**src/hdl/copt_pkg.sv**
```systemverilog
package copt_pkg;

	typedef enum logic [2:0] {
		PH_IDLE,
		PH_HDR,
		PH_DHI,
		PH_DLO,
		PH_LHI,
		PH_LLO,
		PH_VAL
	} phase_t;

	localparam logic [2:0] EV_HDR   = 3'd0;
	localparam logic [2:0] EV_OPT   = 3'd1;
	localparam logic [2:0] EV_VAL   = 3'd2;
	localparam logic [2:0] EV_END   = 3'd3;
	localparam logic [2:0] EV_NONE  = 3'd4;
	localparam logic [2:0] EV_BAD   = 3'd5;
	localparam logic [2:0] EV_TRUNC = 3'd6;

	localparam logic [3:0] EXT1_CODE = 4'd13;
	localparam logic [3:0] EXT2_CODE = 4'd14;
	localparam logic [3:0] BAD_CODE  = 4'd15;

	localparam logic [16:0] EXT1_OFFSET = 17'd13;
	localparam logic [16:0] EXT2_OFFSET = 17'd269;

	localparam logic [7:0] END_MARKER = 8'hFF;

endpackage

```
**src/hdl/coap_option_parser.sv**
```systemverilog
// Option parser for the CoAP message format. Bytes enter one per cycle from the
// first option header onward, while in_stall is low, with first_byte on the
// first of them. Every byte taken while a parse is active yields exactly one
// result transfer: a header or extension byte absorbed, an option ready with its
// absolute number and value length, a value byte with an end mark, or an end
// event (marker seen, no options, malformed header, message truncated) carrying
// the message index just past the byte. Bytes that arrive with first_byte low
// while no parse is active are dropped without a result. The block sustains one
// byte per cycle while out_stall is low; a byte goes through the input register,
// then the result register, and the parse state updates as the result loads.
module coap_option_parser (
	input  logic        clk,
	input  logic        arst_n,
	input  logic        in_valid,
	output logic        in_stall,
	input  logic [7:0]  data_byte,
	input  logic        first_byte,
	input  logic        last_byte,
	input  logic [15:0] base_index,
	output logic        out_valid,
	input  logic        out_stall,
	output logic [2:0]  event_res,
	output logic [15:0] option_number,
	output logic [16:0] option_length,
	output logic [7:0]  value_byte,
	output logic        value_end,
	output logic [15:0] payload_index
);
	import copt_pkg::*;

	logic        valid_s1;
	logic [7:0]  data_s1;
	logic        first_s1;
	logic        last_s1;
	logic [15:0] base_s1;

	phase_t      phase_q, phase_d;
	logic [15:0] delta_q, delta_d;
	logic [7:0]  nibbles_q, nibbles_d;
	logic [7:0]  num_hi_q, num_hi_d;
	logic [7:0]  len_hi_q, len_hi_d;
	logic [16:0] remain_q, remain_d;
	logic [15:0] pos_q, pos_d;
	logic [15:0] pend_q, pend_d;

	logic        out_valid_q;
	logic [2:0]  event_q;
	logic [15:0] number_q;
	logic [16:0] length_q;
	logic [7:0]  vbyte_q;
	logic        vend_q;
	logic [15:0] index_q;

	logic        can_take;
	logic        in_fire;
	logic        fire_s1;
	logic        produce;
	logic        load_out;

	logic [2:0]  ev;
	logic [15:0] num;
	logic [16:0] len;
	logic [7:0]  vb;
	logic        ve;
	logic        take_hdr;
	logic        do_resolve;
	logic [3:0]  res_ln;
	logic [15:0] res_pn;
	logic        do_finish;
	logic [16:0] fin_len;
	logic [15:0] fin_pn;
	logic [15:0] delta_eff;
	logic [16:0] remain_dec;

	assign can_take = !out_valid_q || !out_stall;
	assign in_stall = valid_s1 && !can_take;
	assign in_fire  = in_valid && !in_stall;
	assign fire_s1  = valid_s1 && can_take;
	assign load_out = fire_s1 && produce;

	always_ff @(posedge clk or negedge arst_n) begin
		if (!arst_n) begin
			valid_s1 <= 1'b0;
		end else if (in_fire) begin
			valid_s1 <= 1'b1;
		end else if (fire_s1) begin
			valid_s1 <= 1'b0;
		end
	end

	always_ff @(posedge clk) begin
		if (in_fire) begin
			data_s1  <= data_byte;
			first_s1 <= first_byte;
			last_s1  <= last_byte;
			base_s1  <= base_index;
		end
	end

	always_comb begin
		phase_d    = phase_q;
		delta_d    = first_s1 ? '0 : delta_q;
		nibbles_d  = nibbles_q;
		num_hi_d   = num_hi_q;
		len_hi_d   = len_hi_q;
		remain_d   = remain_q;
		pos_d      = pos_q;
		pend_d     = pend_q;
		ev         = EV_HDR;
		num        = '0;
		len        = '0;
		vb         = '0;
		ve         = 1'b0;
		produce    = 1'b1;
		take_hdr   = 1'b0;
		do_resolve = 1'b0;
		res_ln     = '0;
		res_pn     = '0;
		do_finish  = 1'b0;
		fin_len    = '0;
		fin_pn     = '0;
		delta_eff  = first_s1 ? '0 : delta_q;
		remain_dec = (remain_q != '0) ? remain_q - 17'd1 : '0;

		if (first_s1) begin
			pos_d = base_s1 + 16'd1;
			if (data_s1 == END_MARKER || last_s1) begin
				ev      = EV_NONE;
				phase_d = PH_IDLE;
			end else begin
				take_hdr = 1'b1;
			end
		end else if (phase_q == PH_IDLE) begin
			produce = 1'b0;
		end else begin
			pos_d = pos_q + 16'd1;
			case (phase_q)
				PH_HDR: begin
					if (data_s1 == END_MARKER) begin
						ev      = EV_END;
						phase_d = PH_IDLE;
					end else begin
						take_hdr = 1'b1;
					end
				end
				PH_DHI: begin
					num_hi_d = data_s1;
					phase_d  = PH_DLO;
				end
				PH_DLO: begin
					do_resolve = 1'b1;
					res_ln     = nibbles_q[3:0];
					if (nibbles_q[7:4] == EXT1_CODE) begin
						res_pn = delta_q + {8'd0, data_s1} + EXT1_OFFSET[15:0];
					end else begin
						res_pn = delta_q + {num_hi_q, data_s1} + EXT2_OFFSET[15:0];
					end
				end
				PH_LHI: begin
					len_hi_d = data_s1;
					phase_d  = PH_LLO;
				end
				PH_LLO: begin
					do_finish = 1'b1;
					fin_pn    = pend_q;
					if (nibbles_q[3:0] == EXT1_CODE) begin
						fin_len = {9'd0, data_s1} + EXT1_OFFSET;
					end else begin
						fin_len = {1'b0, len_hi_q, data_s1} + EXT2_OFFSET;
					end
				end
				PH_VAL: begin
					vb       = data_s1;
					ev       = EV_VAL;
					remain_d = remain_dec;
					if (remain_dec == '0) begin
						ve      = 1'b1;
						phase_d = PH_HDR;
					end
				end
				default: begin
					produce = 1'b0;
					phase_d = PH_IDLE;
				end
			endcase
		end

		if (take_hdr) begin
			nibbles_d = data_s1;
			case (data_s1[7:4])
				BAD_CODE: begin
					ev      = EV_BAD;
					phase_d = PH_IDLE;
				end
				EXT1_CODE: begin
					phase_d = PH_DLO;
				end
				EXT2_CODE: begin
					phase_d = PH_DHI;
				end
				default: begin
					do_resolve = 1'b1;
					res_ln     = data_s1[3:0];
					res_pn     = delta_eff + {12'd0, data_s1[7:4]};
				end
			endcase
		end

		if (do_resolve) begin
			pend_d = res_pn;
			case (res_ln)
				BAD_CODE: begin
					ev      = EV_BAD;
					phase_d = PH_IDLE;
				end
				EXT1_CODE: begin
					phase_d = PH_LLO;
				end
				EXT2_CODE: begin
					phase_d = PH_LHI;
				end
				default: begin
					do_finish = 1'b1;
					fin_pn    = res_pn;
					fin_len   = {13'd0, res_ln};
				end
			endcase
		end

		if (do_finish) begin
			delta_d = fin_pn;
			ev      = EV_OPT;
			num     = fin_pn;
			len     = fin_len;
			if (fin_len == '0) begin
				phase_d = PH_HDR;
			end else begin
				remain_d = fin_len;
				phase_d  = PH_VAL;
			end
		end

		if (produce && last_s1 && (ev == EV_HDR || ev == EV_OPT || ev == EV_VAL)) begin
			if (phase_d != PH_HDR) begin
				ev  = EV_TRUNC;
				num = '0;
				len = '0;
				vb  = '0;
				ve  = 1'b0;
			end
			phase_d = PH_IDLE;
		end
	end

	always_ff @(posedge clk or negedge arst_n) begin
		if (!arst_n) begin
			phase_q   <= PH_IDLE;
			delta_q   <= '0;
			nibbles_q <= '0;
			num_hi_q  <= '0;
			len_hi_q  <= '0;
			remain_q  <= '0;
			pos_q     <= '0;
			pend_q    <= '0;
		end else if (fire_s1) begin
			phase_q   <= phase_d;
			delta_q   <= delta_d;
			nibbles_q <= nibbles_d;
			num_hi_q  <= num_hi_d;
			len_hi_q  <= len_hi_d;
			remain_q  <= remain_d;
			pos_q     <= pos_d;
			pend_q    <= pend_d;
		end
	end

	always_ff @(posedge clk or negedge arst_n) begin
		if (!arst_n) begin
			out_valid_q <= 1'b0;
		end else if (load_out) begin
			out_valid_q <= 1'b1;
		end else if (!out_stall) begin
			out_valid_q <= 1'b0;
		end
	end

	always_ff @(posedge clk) begin
		if (load_out) begin
			event_q  <= ev;
			number_q <= (ev == EV_OPT) ? num : '0;
			length_q <= (ev == EV_OPT) ? len : '0;
			vbyte_q  <= (ev == EV_VAL) ? vb : '0;
			vend_q   <= (ev == EV_VAL) ? ve : 1'b0;
			index_q  <= (ev == EV_END || ev == EV_NONE || ev == EV_BAD || ev == EV_TRUNC) ?
				pos_d : '0;
		end
	end

	assign out_valid     = out_valid_q;
	assign event_res     = event_q;
	assign option_number = number_q;
	assign option_length = length_q;
	assign value_byte    = vbyte_q;
	assign value_end     = vend_q;
	assign payload_index = index_q;

	a_stall_needs_item: assert property (@(posedge clk) disable iff (!arst_n)
		in_stall |-> valid_s1)
		else $error("Input stalled with an empty input register.");

	a_value_phase_count: assert property (@(posedge clk) disable iff (!arst_n)
		phase_q == PH_VAL |-> remain_q != '0)
		else $error("Value phase entered with no value bytes remaining.");

	a_end_mark_event: assert property (@(posedge clk) disable iff (!arst_n)
		out_valid && value_end |-> event_res == EV_VAL)
		else $error("End mark shown with an event other than a value byte.");

	a_out_drains: assert property (@(posedge clk) disable iff (!arst_n)
		out_valid && !out_stall && !load_out |=> !out_valid)
		else $error("Result transfer was repeated.");

endmodule
```
**config.mk**
```make
export PLATFORM = sky130hd
export DESIGN_NAME = coap_option_parser
export DESIGN_NICKNAME = d
export VERILOG_FILES = /design/src/hdl/copt_pkg.sv /design/src/hdl/coap_option_parser.sv
export SDC_FILE = /design/constraint.sdc
export NUM_CORES = 1
export LEC_CHECK = 0
export BUFFER_PORTS_ARGS = -buffer_cell sky130_fd_sc_hd__clkbuf_2
export CAP_MARGIN = 25
export CORE_ASPECT_RATIO = 0.5
export CORE_MARGIN = 1.5
export CORE_UTILIZATION = 42
export CTS_CLUSTER_DIAMETER = 120
export DETAILED_ROUTE_END_ITERATION = 6
export PLACE_DENSITY_LB_ADDON = 0.12
export RECOVER_POWER = 100
export SYNTH_ARGS = -nofsm -noshare
export SYNTH_HDL_FRONTEND = slang
export SYNTH_SLANG_ARGS = --single-unit
```
**constraint.sdc**
```tcl
create_clock -name clk -period 3.1 [get_ports clk]
set_input_delay 0.31 -clock clk [delete_from_list [all_inputs] [get_ports clk]]
set_output_delay 0.31 -clock clk [all_outputs]
set_load 0.05 [all_outputs]
```
; ---- Word-level counts from Yosys, hierarchy flattened
; Index checks and enable logic that the tools add are counted.
[classes]
n_addsub = 10
eq_ne = 25
n_mux = 96
bitwise = 2
reduce_logical = 31
[ops]
columns = cell, n
row1 = $mux W16, 18
row2 = $mux W17, 15
row3 = $mux W3, 19
row4 = $mux W8, 5
row5 = $logic_not A17 Y1, 2
row6 = $add A16 B1 Y16 const B, 2
row7 = $eq A4 B4 Y1 const B, 8
row8 = $mux W1, 28
row9 = $mux W4, 5
row10 = $eq A3 B3 Y1 const B, 6
row11 = $pmux W3 S3, 2
row12 = $add A16 B9 Y17 const B, 1
row13 = $reduce_bool A17 Y1, 1
row14 = $sub A17 B1 Y17 const B, 1
row15 = $add A16 B16 Y16, 1
row16 = $add A16 B4 Y16, 1
row17 = $add A16 B4 Y16 const B, 1
row18 = $add A16 B8 Y16, 1
row19 = $add A16 B9 Y16 const B, 1
row20 = $eq A3 B2 Y1 const B, 5
row21 = $pmux W3 S5, 1
row22 = $add A8 B4 Y9 const B, 1
row23 = $eq A3 B1 Y1 const B, 3
row24 = $eq A8 B8 Y1 const B, 1
row25 = 15 further kinds, 35
[word_totals]
regBits = 181
input_bits = 30
out_inout_bits = 63
wordCells = 184

; ---- Depth between registers and ports, before layout
; Gate-level depths: netlist (run 1).
[depth]
depth_word = 20
depth_mapped = 17
ltp_nobuf = 15

; ---- Worst setup path after synthesis (run 1)
; OpenSTA, ideal clock, no wires.
[synth_path]
path_type = register to register
start = register first_s1
end = register number_q[13] (netlist: option_number[13]) (data pin)
setup_time_ns = 0.254
t_arrival_ns = 3.195
required_time_ns = 2.846
path_slack_ns = -0.349
stages_incl_launch_ff = 17
path_buffers = 4
synth_period_minus_slack_ns = 3.449
path_cell_list = edfxtp_1 > buf_4 > clkbuf_1 > clkbuf_1 > buf_1 > nand2b_1 > inv_1 > ha_1 > a21o_1 > a211o_1 > o2111ai_1 > nor2_1 > a21oi_1 > nor3_1 > a221oi_1 > a2bb2oi_1 > nor2_1
[synth_between]
elab_chain_len = 14
word_cells_on_any_way = 54
classes_between = add/sub: 1 / eq/ne: 7 / mux: 39 / reduce/logical: 7
[synth_rtl]
columns = item, line
row1 = from (decl), coap_option_parser.sv:33  ; logic first_s1;
row2 = from (signal assigned), coap_option_parser.sv:94  ; first_s1 <= first_byte;
row3 = $mux W4, coap_option_parser.sv:125  ; if (first_s1) begin
row4 = $mux W4, coap_option_parser.sv:190  ; case (data_s1[7:4])
row5 = $mux W4, coap_option_parser.sv:188  ; if (take_hdr) begin
row6 = $eq A4 B4 Y1, coap_option_parser.sv:211  ; case (res_ln)
row7 = $reduce_or A3 Y1 (no source line), -
row8 = $mux W17 or $mux W1 (tied branches), coap_option_parser.sv:211
row9 = $mux W17 or $mux W1 (tied branches), coap_option_parser.sv:209  ; if (do_resolve) begin
row10 = $logic_not A17 Y1 or $mux W3 (tied branches), "coap_option_parser.sv:235, coap_option_parser.sv:230"
row11 = "$mux W3, or another cell as far along", coap_option_parser.sv:235  ; if (fin_len == '0) begin
row12 = $mux W3 or $logic_or A1 B1 Y1 (tied branches), "coap_option_parser.sv:230, coap_option_parser.sv:243"
row13 = $ne A3 B1 Y1 or $logic_or A1 B1 Y1 (tied branches), "coap_option_parser.sv:244, coap_option_parser.sv:243"
row14 = $mux W3 or $logic_and A1 B1 Y1 (tied branches), "coap_option_parser.sv:244, coap_option_parser.sv:243"
row15 = $mux W3, coap_option_parser.sv:243  ; if (produce && last_s1 && (ev == EV_HDR || ev == EV_OPT || ev == EV_VAL)) begin
row16 = $eq A3 B1 Y1, coap_option_parser.sv:290  ; number_q <= (ev == EV_OPT) ? num : '0;
row17 = to (signal assigned), coap_option_parser.sv:290
row18 = to (decl), coap_option_parser.sv:48  ; logic [15:0] number_q;
; Parallel ways exist; a longest one is shown, timed or not.
; A chain may end at the register's enable or synchronous reset.

; ---- Worst setup path after layout (run 1)
[layout_path]
start = register remain_q[0]
end = register number_q[12] (netlist: option_number[12]) (data pin)
[layout_between]
elab_chain_len = 16
word_cells_on_any_way = 19
classes_between = add/sub: 1 / eq/ne: 2 / mux: 14 / reduce/logical: 2
[layout_rtl]
columns = item, line
row1 = from (decl), coap_option_parser.sv:42  ; logic [16:0] remain_q, remain_d;
row2 = from (signal assigned), coap_option_parser.sv:271  ; remain_q <= remain_d;
row3 = $sub A17 B1 Y17 or $reduce_bool A17 Y1 (tied branches), coap_option_parser.sv:123  ; remain_dec = (remain_q != '0) ? remain_q - 17'd1 : '0;
row4 = $mux W17 *, coap_option_parser.sv:123
row5 = $logic_not A17 Y1 *, coap_option_parser.sv:176  ; if (remain_dec == '0) begin
row6 = $mux W3 *, coap_option_parser.sv:176
row7 = $pmux W3 S5 *, coap_option_parser.sv:137  ; case (phase_q)
row8 = $mux W3 *, coap_option_parser.sv:133  ; end else if (phase_q == PH_IDLE) begin
row9 = $mux W3 *, coap_option_parser.sv:125
row10 = $pmux W3 S3, coap_option_parser.sv:190
row11 = $mux W3 *, coap_option_parser.sv:188
row12 = $pmux W3 S3, coap_option_parser.sv:211
row13 = $mux W3 *, coap_option_parser.sv:209
row14 = $mux W3 *, coap_option_parser.sv:230  ; if (do_finish) begin
row15 = $ne A3 B1 Y1 *, coap_option_parser.sv:244  ; if (phase_d != PH_HDR) begin
row16 = $mux W3, coap_option_parser.sv:244
row17 = $mux W3, coap_option_parser.sv:243
row18 = $eq A3 B1 Y1, coap_option_parser.sv:290
; Every way passes the cells marked *; elsewhere a longest branch is shown, timed or not.

==> results of run 1 <==
per-stage QoR:
step	instance area [sq um]	hold slack [ps]	cells	TNS, ps	power (mW)
finish	14700	26.4	1782	-10250	12.3
detailed placement	13200	407	1715	-15160	9.40
CTS	14500	8.99	1772	-2270	12.1
global placement	13200	407	1715	-7130	9.32
global route	14700	10.6	1782	-19150	13.0
floorplan	11100	14.4	1162	-797	7.46
sequential cells by signal (all words and copies together), names as in the netlist:
register / flops
payload_index: 16
phase_q: 3
num_hi_q: 8
last_s1: 1
pend_q: 16
first_s1: 1
delta_q: 16
event_res: 3
remain_q: 17
option_length: 17
value_byte: 8
out_valid: 1
len_hi_q: 8
pos_q: 16
valid_s1: 1
base_s1: 16
nibbles_q: 8
option_number: 16
value_end: 1
data_s1: 8
kinds of logic after synthesis:
family / Yosys count / synth area share
muxes: 27 / 0.0266
AOI/OAI and AO/OA: 317 / 0.191
DFF: 181 / 0.448
xor gates and xnor gates: 61 / 0.0482
adders and majority gates: 41 / 0.0476
buffers and inverters: 104 / 0.0408
and+or+nand+nor: 431 / 0.198
cells in the mapped netlist (12+ instances only):
master,number
inv_1,36
o22a_1,13
clkbuf_1,36
edfxtp_1,87
mux2_2,20
xor2_1,24
dfrtp_1,94
ha_1,39
or3_1,12
o21ai_0,99
nor2_1,98
and3_1,12
a21oi_1,61
nand2_1,132
nand3_1,40
buf_2,20
a22oi_1,22
xnor2_1,37
nand2b_1,14
nor3_1,38
critical path, stage by stage (launching register included):
cell and delay, ps:
dfrtp_1 410, buf_6 140, or4_4 580, buf_6 150, nand4b_1 80, a21o_1 130
a2111o_1 210, o31ai_4 70, buf_6 150, a221oi_4 340, o31ai_4 100, buf_4 150
o22ai_4 240, buf_12 180, buf_12 110, nor2_2 30
metal layers:
layer,track usage,share of wire,vias up
met5,0,0,-
met4,0.0653,0.017,0
met3,0.0509,0.061,49
met2,0.391,0.45,333
met1,0.377,0.47,4963
li1,-,-,4788
layout make-up:
class	count	area, sq um
clock buffers	21	503
inverters	37	141
clock inverters	11	82.6
well taps	344	430
fillers	2260	10900
flip-flops and latches	181	4960
multi-input cells	877	6310
repair buffers	311	2230
worst paths after layout:
| kind | startpoint | endpoint | slack (ps) | cells past startpoint |
|---|---|---|---|---|
| setup / recovery | remain_q[0] | option_number[12] | -210 | 15 |
| hold / removal | base_index[12] | base_s1[12] | 30 | 1 |
| setup reg to reg | remain_q[0] | option_number[12] | -210 | 15 |
| hold reg to reg | pend_q[5] | pend_q[5] | 490 | 2 |
| max in group asynchronous | arst_n | pend_q[3] | 490 | 3 |
| min in group asynchronous | arst_n | remain_q[11] | 1210 | 3 |
what timing repair did:
action / CTS / global route
hold buffers: 1 / 0
resized for setup: 100 / 52
endpoints found under the hold margin: 94 / 0
setup buffers: 21 / 10
setup endpoints to repair: 88 / 95
pin swaps: 39 / 34
gates cloned: 3 / 1
where the power goes:
part / internal (mW) / switching (mW) / leakage (nW) / total, mW
logic: 2.50 / 3.61 / 3.59 / 6.10
clock network: 1.18 / 1.01 / 0.295 / 2.18
registers: 3.34 / 0.709 / 2.05 / 4.05
==> impl_metrics.json, run 1 <==
{
  "status": "finished, violations left",
  "failed_checks": "max-capacitance violations, max-slew violations, negative setup slack",
  "cp_max_fo": 8,
  "numCtsBuffers": 17,
  "die_x_microns": 233,
  "synth-edff-count": 87,
  "rsz0062_at_grt": "yes",
  "hpwlAfterDp_microns": 25000,
  "ys_ff_latch": 181,
  "grt_pass1_vias": 9659,
  "slew_headroom": -0.551,
  "synth_nets": 1233,
  "yosys_warnings": 0,
  "synth_top_area_frac": 0.236,
  "area_growth_syn_to_layout_pct": 32.2,
  "cts-root-buf": "clkbuf_16",
  "io_buffers": 92,
  "ys_types": 93,
  "synth_area_leaders": "edfxtp_1 (24%), dfrtp_1 (21%), nand2_1 (4.5%), o21ai_0 (4.5%), ha_1 (4.4%)",
  "drive_above_1_share": 0.291,
  "cts_num_sinks": 181,
  "dr.first_iter.drc_count": 857,
  "setup_ws_ps": -213,
  "crit_path_end_kind": "flip-flop",
  "skew_ps": 14.6,
  "start_util": 0.434,
  "rows": 41,
  "syn_area_per_cell_sq_um": 9.55,
  "clock_latency_ps": 460,
  "pwr_density_cell_mw_per_mm2": 841,
  "setup_violations": 75,
  "mostFrequentLayoutCell": "buf_4",
  "irDropWorstVdd_v": 0.000460,
  "syn_inst": 1162,
  "clockBufferDepth": 2,
  "slew_violations": 122,
  "seq_area_frac_synth": 0.448,
  "worst_pin_slew_ps": 2330,
  "post-place-ws_ps": -436,
  "antenna_left": 0,
  "finalCritPeriodShare": 1.07,
  "drv_cap": 2,
  "postLayoutCoreUtil": 0.574,
  "dieArea_sq_mm": 0.0275,
  "p_leak_nw": 5.94,
  "route.detailed.drc": 0,
  "num_vias": 10100,
  "syn-cell-area_sq_mm": 0.0111,
  "layout_common_cells": "buf_4 (166), nand2_1 (130), dfrtp_1 (94)",
  "cts_tree": "built",
  "fin_nets": 1496,
  "synth_flop_cell": "dfrtp_1",
  "fp.coreArea_sq_mm": 0.0255,
  "wl_per_cell_microns": 19.8,
  "antennaDiodeCount": 0,
  "worstPathArrival_ps": 3530,
  "via_per_inst": 5.69,
  "required_ps": 3310,
  "die_h_microns": 118,
  "fmax_mhz": 302,
  "cp-start-kind": "flip-flop",
  "grt_usage": 0.259,
  "hold_violations": 0,
  "ys_async_sr_fraction": 0.519,
  "antenna_found_initial": 0,
  "synth.largest_area_cell": "edfxtp_1",
  "routed_wl_microns": 35200,
  "io_pins": 93,
  "firstDrtPassIters": 5,
  "layout_min_cycle_time_ps": 3310,
  "path_class": "flip-flop to flip-flop",
  "ctsHtreeMaxLevel": 4,
  "min_path_type": "input port to flip-flop",
  "grt_overflow_total": 0,
  "grt_first_pass_wirelength_microns": 54700,
  "grt_start_max_net_pins": 95,
  "clkSlewWorstSetupHoldPaths_ps": 70,
  "gp_congestion": 0.916
}
No activity file was read; power rests on OpenSTA's default activity.
==> inputs of run 2 (changes only) <==
--- a/config.mk
+++ b/config.mk
@@ -9,7 +9,7 @@
 export CAP_MARGIN = 25
 export CORE_ASPECT_RATIO = 0.5
 export CORE_MARGIN = 1.5
-export CORE_UTILIZATION = 42
+export CORE_UTILIZATION = 55
 export CTS_CLUSTER_DIAMETER = 120
 export DETAILED_ROUTE_END_ITERATION = 6
 export PLACE_DENSITY_LB_ADDON = 0.12
==> impl_metrics.json, run 2 (synthesized netlist as in run 1, its figures left out) <==
{
  "cts_tree": "built",
  "finalCritPeriodShare": 1.08,
  "cts_num_sinks": 181,
  "wl_per_cell_microns": 21.3,
  "irDropWorstVdd_v": 0.000582,
  "slew_violations": 89,
  "worstPathArrival_ps": 3550,
  "swShare": 0.446,
  "via_per_inst": 6.16,
  "firstDrtPassIters": 6,
  "internal-power_mw": 6.92,
  "clkSlewWorstSetupHoldPaths_ps": 80,
  "drive_above_1_share": 0.296,
  "seq_power_share": 0.324,
  "start_util": 0.566,
  "pwr_density_cell_mw_per_mm2": 856,
  "p_total_mw": 12.5,
  "fp.coreArea_sq_mm": 0.0196,
  "p_comb_frac": 0.494,
  "die_x_microns": 204,
  "fmax_mhz": 298,
  "grt_first_pass_wirelength_microns": 52700,
  "p_sw_mw": 5.58,
  "place_area_sq_mm": 0.0130,
  "setup_violations": 77,
  "route.detailed.drc": 0,
  "path_class": "flip-flop to flip-flop",
  "crit_path_end_kind": "flip-flop",
  "grt_pass1_vias": 9715,
  "layout_common_cells": "buf_4 (152), nand2_1 (131), o21ai_0 (94), dfrtp_1 (94), edfxtp_1 (87)",
  "num_vias": 10300,
  "slew_headroom": -0.0661,
  "clockBufferDepth": 2,
  "grt_start_max_net_pins": 64,
  "setup_ws_ps": -259,
  "required_ps": 3290,
  "clkPwrFrac": 0.182,
  "dr.first_iter.drc_count": 1014,
  "cp_max_fo": 8,
  "cp-start-kind": "flip-flop",
  "antenna_left": 0,
  "worst_pin_slew_ps": 1600,
  "min_path_type": "input port to flip-flop",
  "hold_violations": 0,
  "clock_latency_ps": 450,
  "grt_usage": 0.330,
  "grt_overflow_total": 0,
  "cts-root-buf": "clkbuf_16",
  "rows": 36,
  "area_growth_syn_to_layout_pct": 31.6,
  "antennaDiodeCount": 0,
  "routed_wl_microns": 35700,
  "antenna_found_initial": 0,
  "io_buffers": 92,
  "status": "finished, violations left",
  "hold_ws_ps": 25.0,
  "die_h_microns": 103,
  "rsz0062_at_grt": "yes",
  "failed_checks": "max-capacitance violations, max-slew violations, negative setup slack",
  "gp_congestion": 1.03,
  "dieArea_sq_mm": 0.0211,
  "hpwlAfterDp_microns": 24300,
  "ctsHtreeMaxLevel": 4,
  "fin_nets": 1471,
  "layout_min_cycle_time_ps": 3360,
  "numCtsBuffers": 17,
  "skew_ps": 16.6,
  "drv_cap": 2,
  "design_area_sq_mm": 0.0146,
  "io_pins": 93,
  "p_leak_nw": 5.80,
  "mostFrequentLayoutCell": "buf_4"
}
## run 2: changes by cell type in the layout (fill, tap and decap cells not counted), sizes merged
cell,previous run,this run
buf,199,172
bufinv,0,1
clkbuf,132,131
clkinv,6,4
clkinvlp,0,1
inv,42,45
## run 2: per-stage QoR
| stage | setup WS, ps | cells | utilization | TNS (ps) |
|---|---|---|---|---|
| 3_5_place_dp | -382 | 1626 | 0.664 | -10400 |
| 4_1_cts | -134 | 1662 | 0.708 | -2510 |
| 6_report | -259 | 1679 | 0.745 | -10990 |
| 3_3_place_gp | -284 | 1625 | 0.663 | -5800 |
| 5_1_grt | -389 | 1679 | 0.745 | -23350 |
| 2_1_floorplan | -73.9 | 1162 | - | -797 |
## run 2: routing by layer
layer / global-route usage / vias up / share of wire
met4: 0.107 / 0 / 0.026
met5: 0 / - / 0
met1: 0.453 / 5016 / 0.44
met2: 0.535 / 510 / 0.46
li1: - / 4736 / -
met3: 0.0595 / 85 / 0.078
## run 2: what timing repair did
item / CTS / global route
hold buffers: 1 / 0
endpoints found under the hold margin: 15 / 0
setup endpoints to repair: 85 / 91
gates cloned: 0 / 6
gates resized for setup: 55 / 140
pin swaps: 11 / 38
buffers inserted: 3 / 12
## run 2: final timing paths
kind	startpoint	end	slack, ps	depth (start not counted)
setup / recovery	remain_q[0]	payload_index[0]	-260	12
hold / removal	base_index[8]	base_s1[8]	30	1
setup reg to reg	remain_q[0]	payload_index[0]	-260	12
hold reg to reg	delta_q[2]	delta_q[2]	490	2
max in group asynchronous	arst_n	pos_q[11]	310	3
min in group asynchronous	arst_n	phase_q[1]	650	2
## run 2: worst max-delay path, stage by stage, from the launching register on
cell and delay, ps:
dfrtp_1 410, buf_4 160, or4_4 580, nor2_4 110, xor2_1 80, a2111o_1 350
o31ai_4 350, o21bai_2 160, a211oi_4 300, buf_4 150, o21a_4 190, clkbuf_16 200
nor3_2 60
## run 2: cell type report
class                      instances  area (sq um)
multi-input combinational        877          6560
clock inverter                    14           153
tap                              266           333
fill                            1428          4990
clock buffer                      18           450
sequential                       181          4960
timing repair buffer             286          2000
inverter                          37           141
## run 2: power groups by stage
stage | Sequential, mW | Clock (mW) | Combinational [mW]
6_report | 4.06 | 2.27 | 6.18
5_1_grt | 4.15 | 2.38 | 6.58
4_1_cts | 4.01 | 2.29 | 5.43
3_5_place_dp | 4.03 | 0 | 5.25
3_3_place_gp | 4.00 | 0 | 5.15
2_1_floorplan | 4.65 | 0 | 2.81
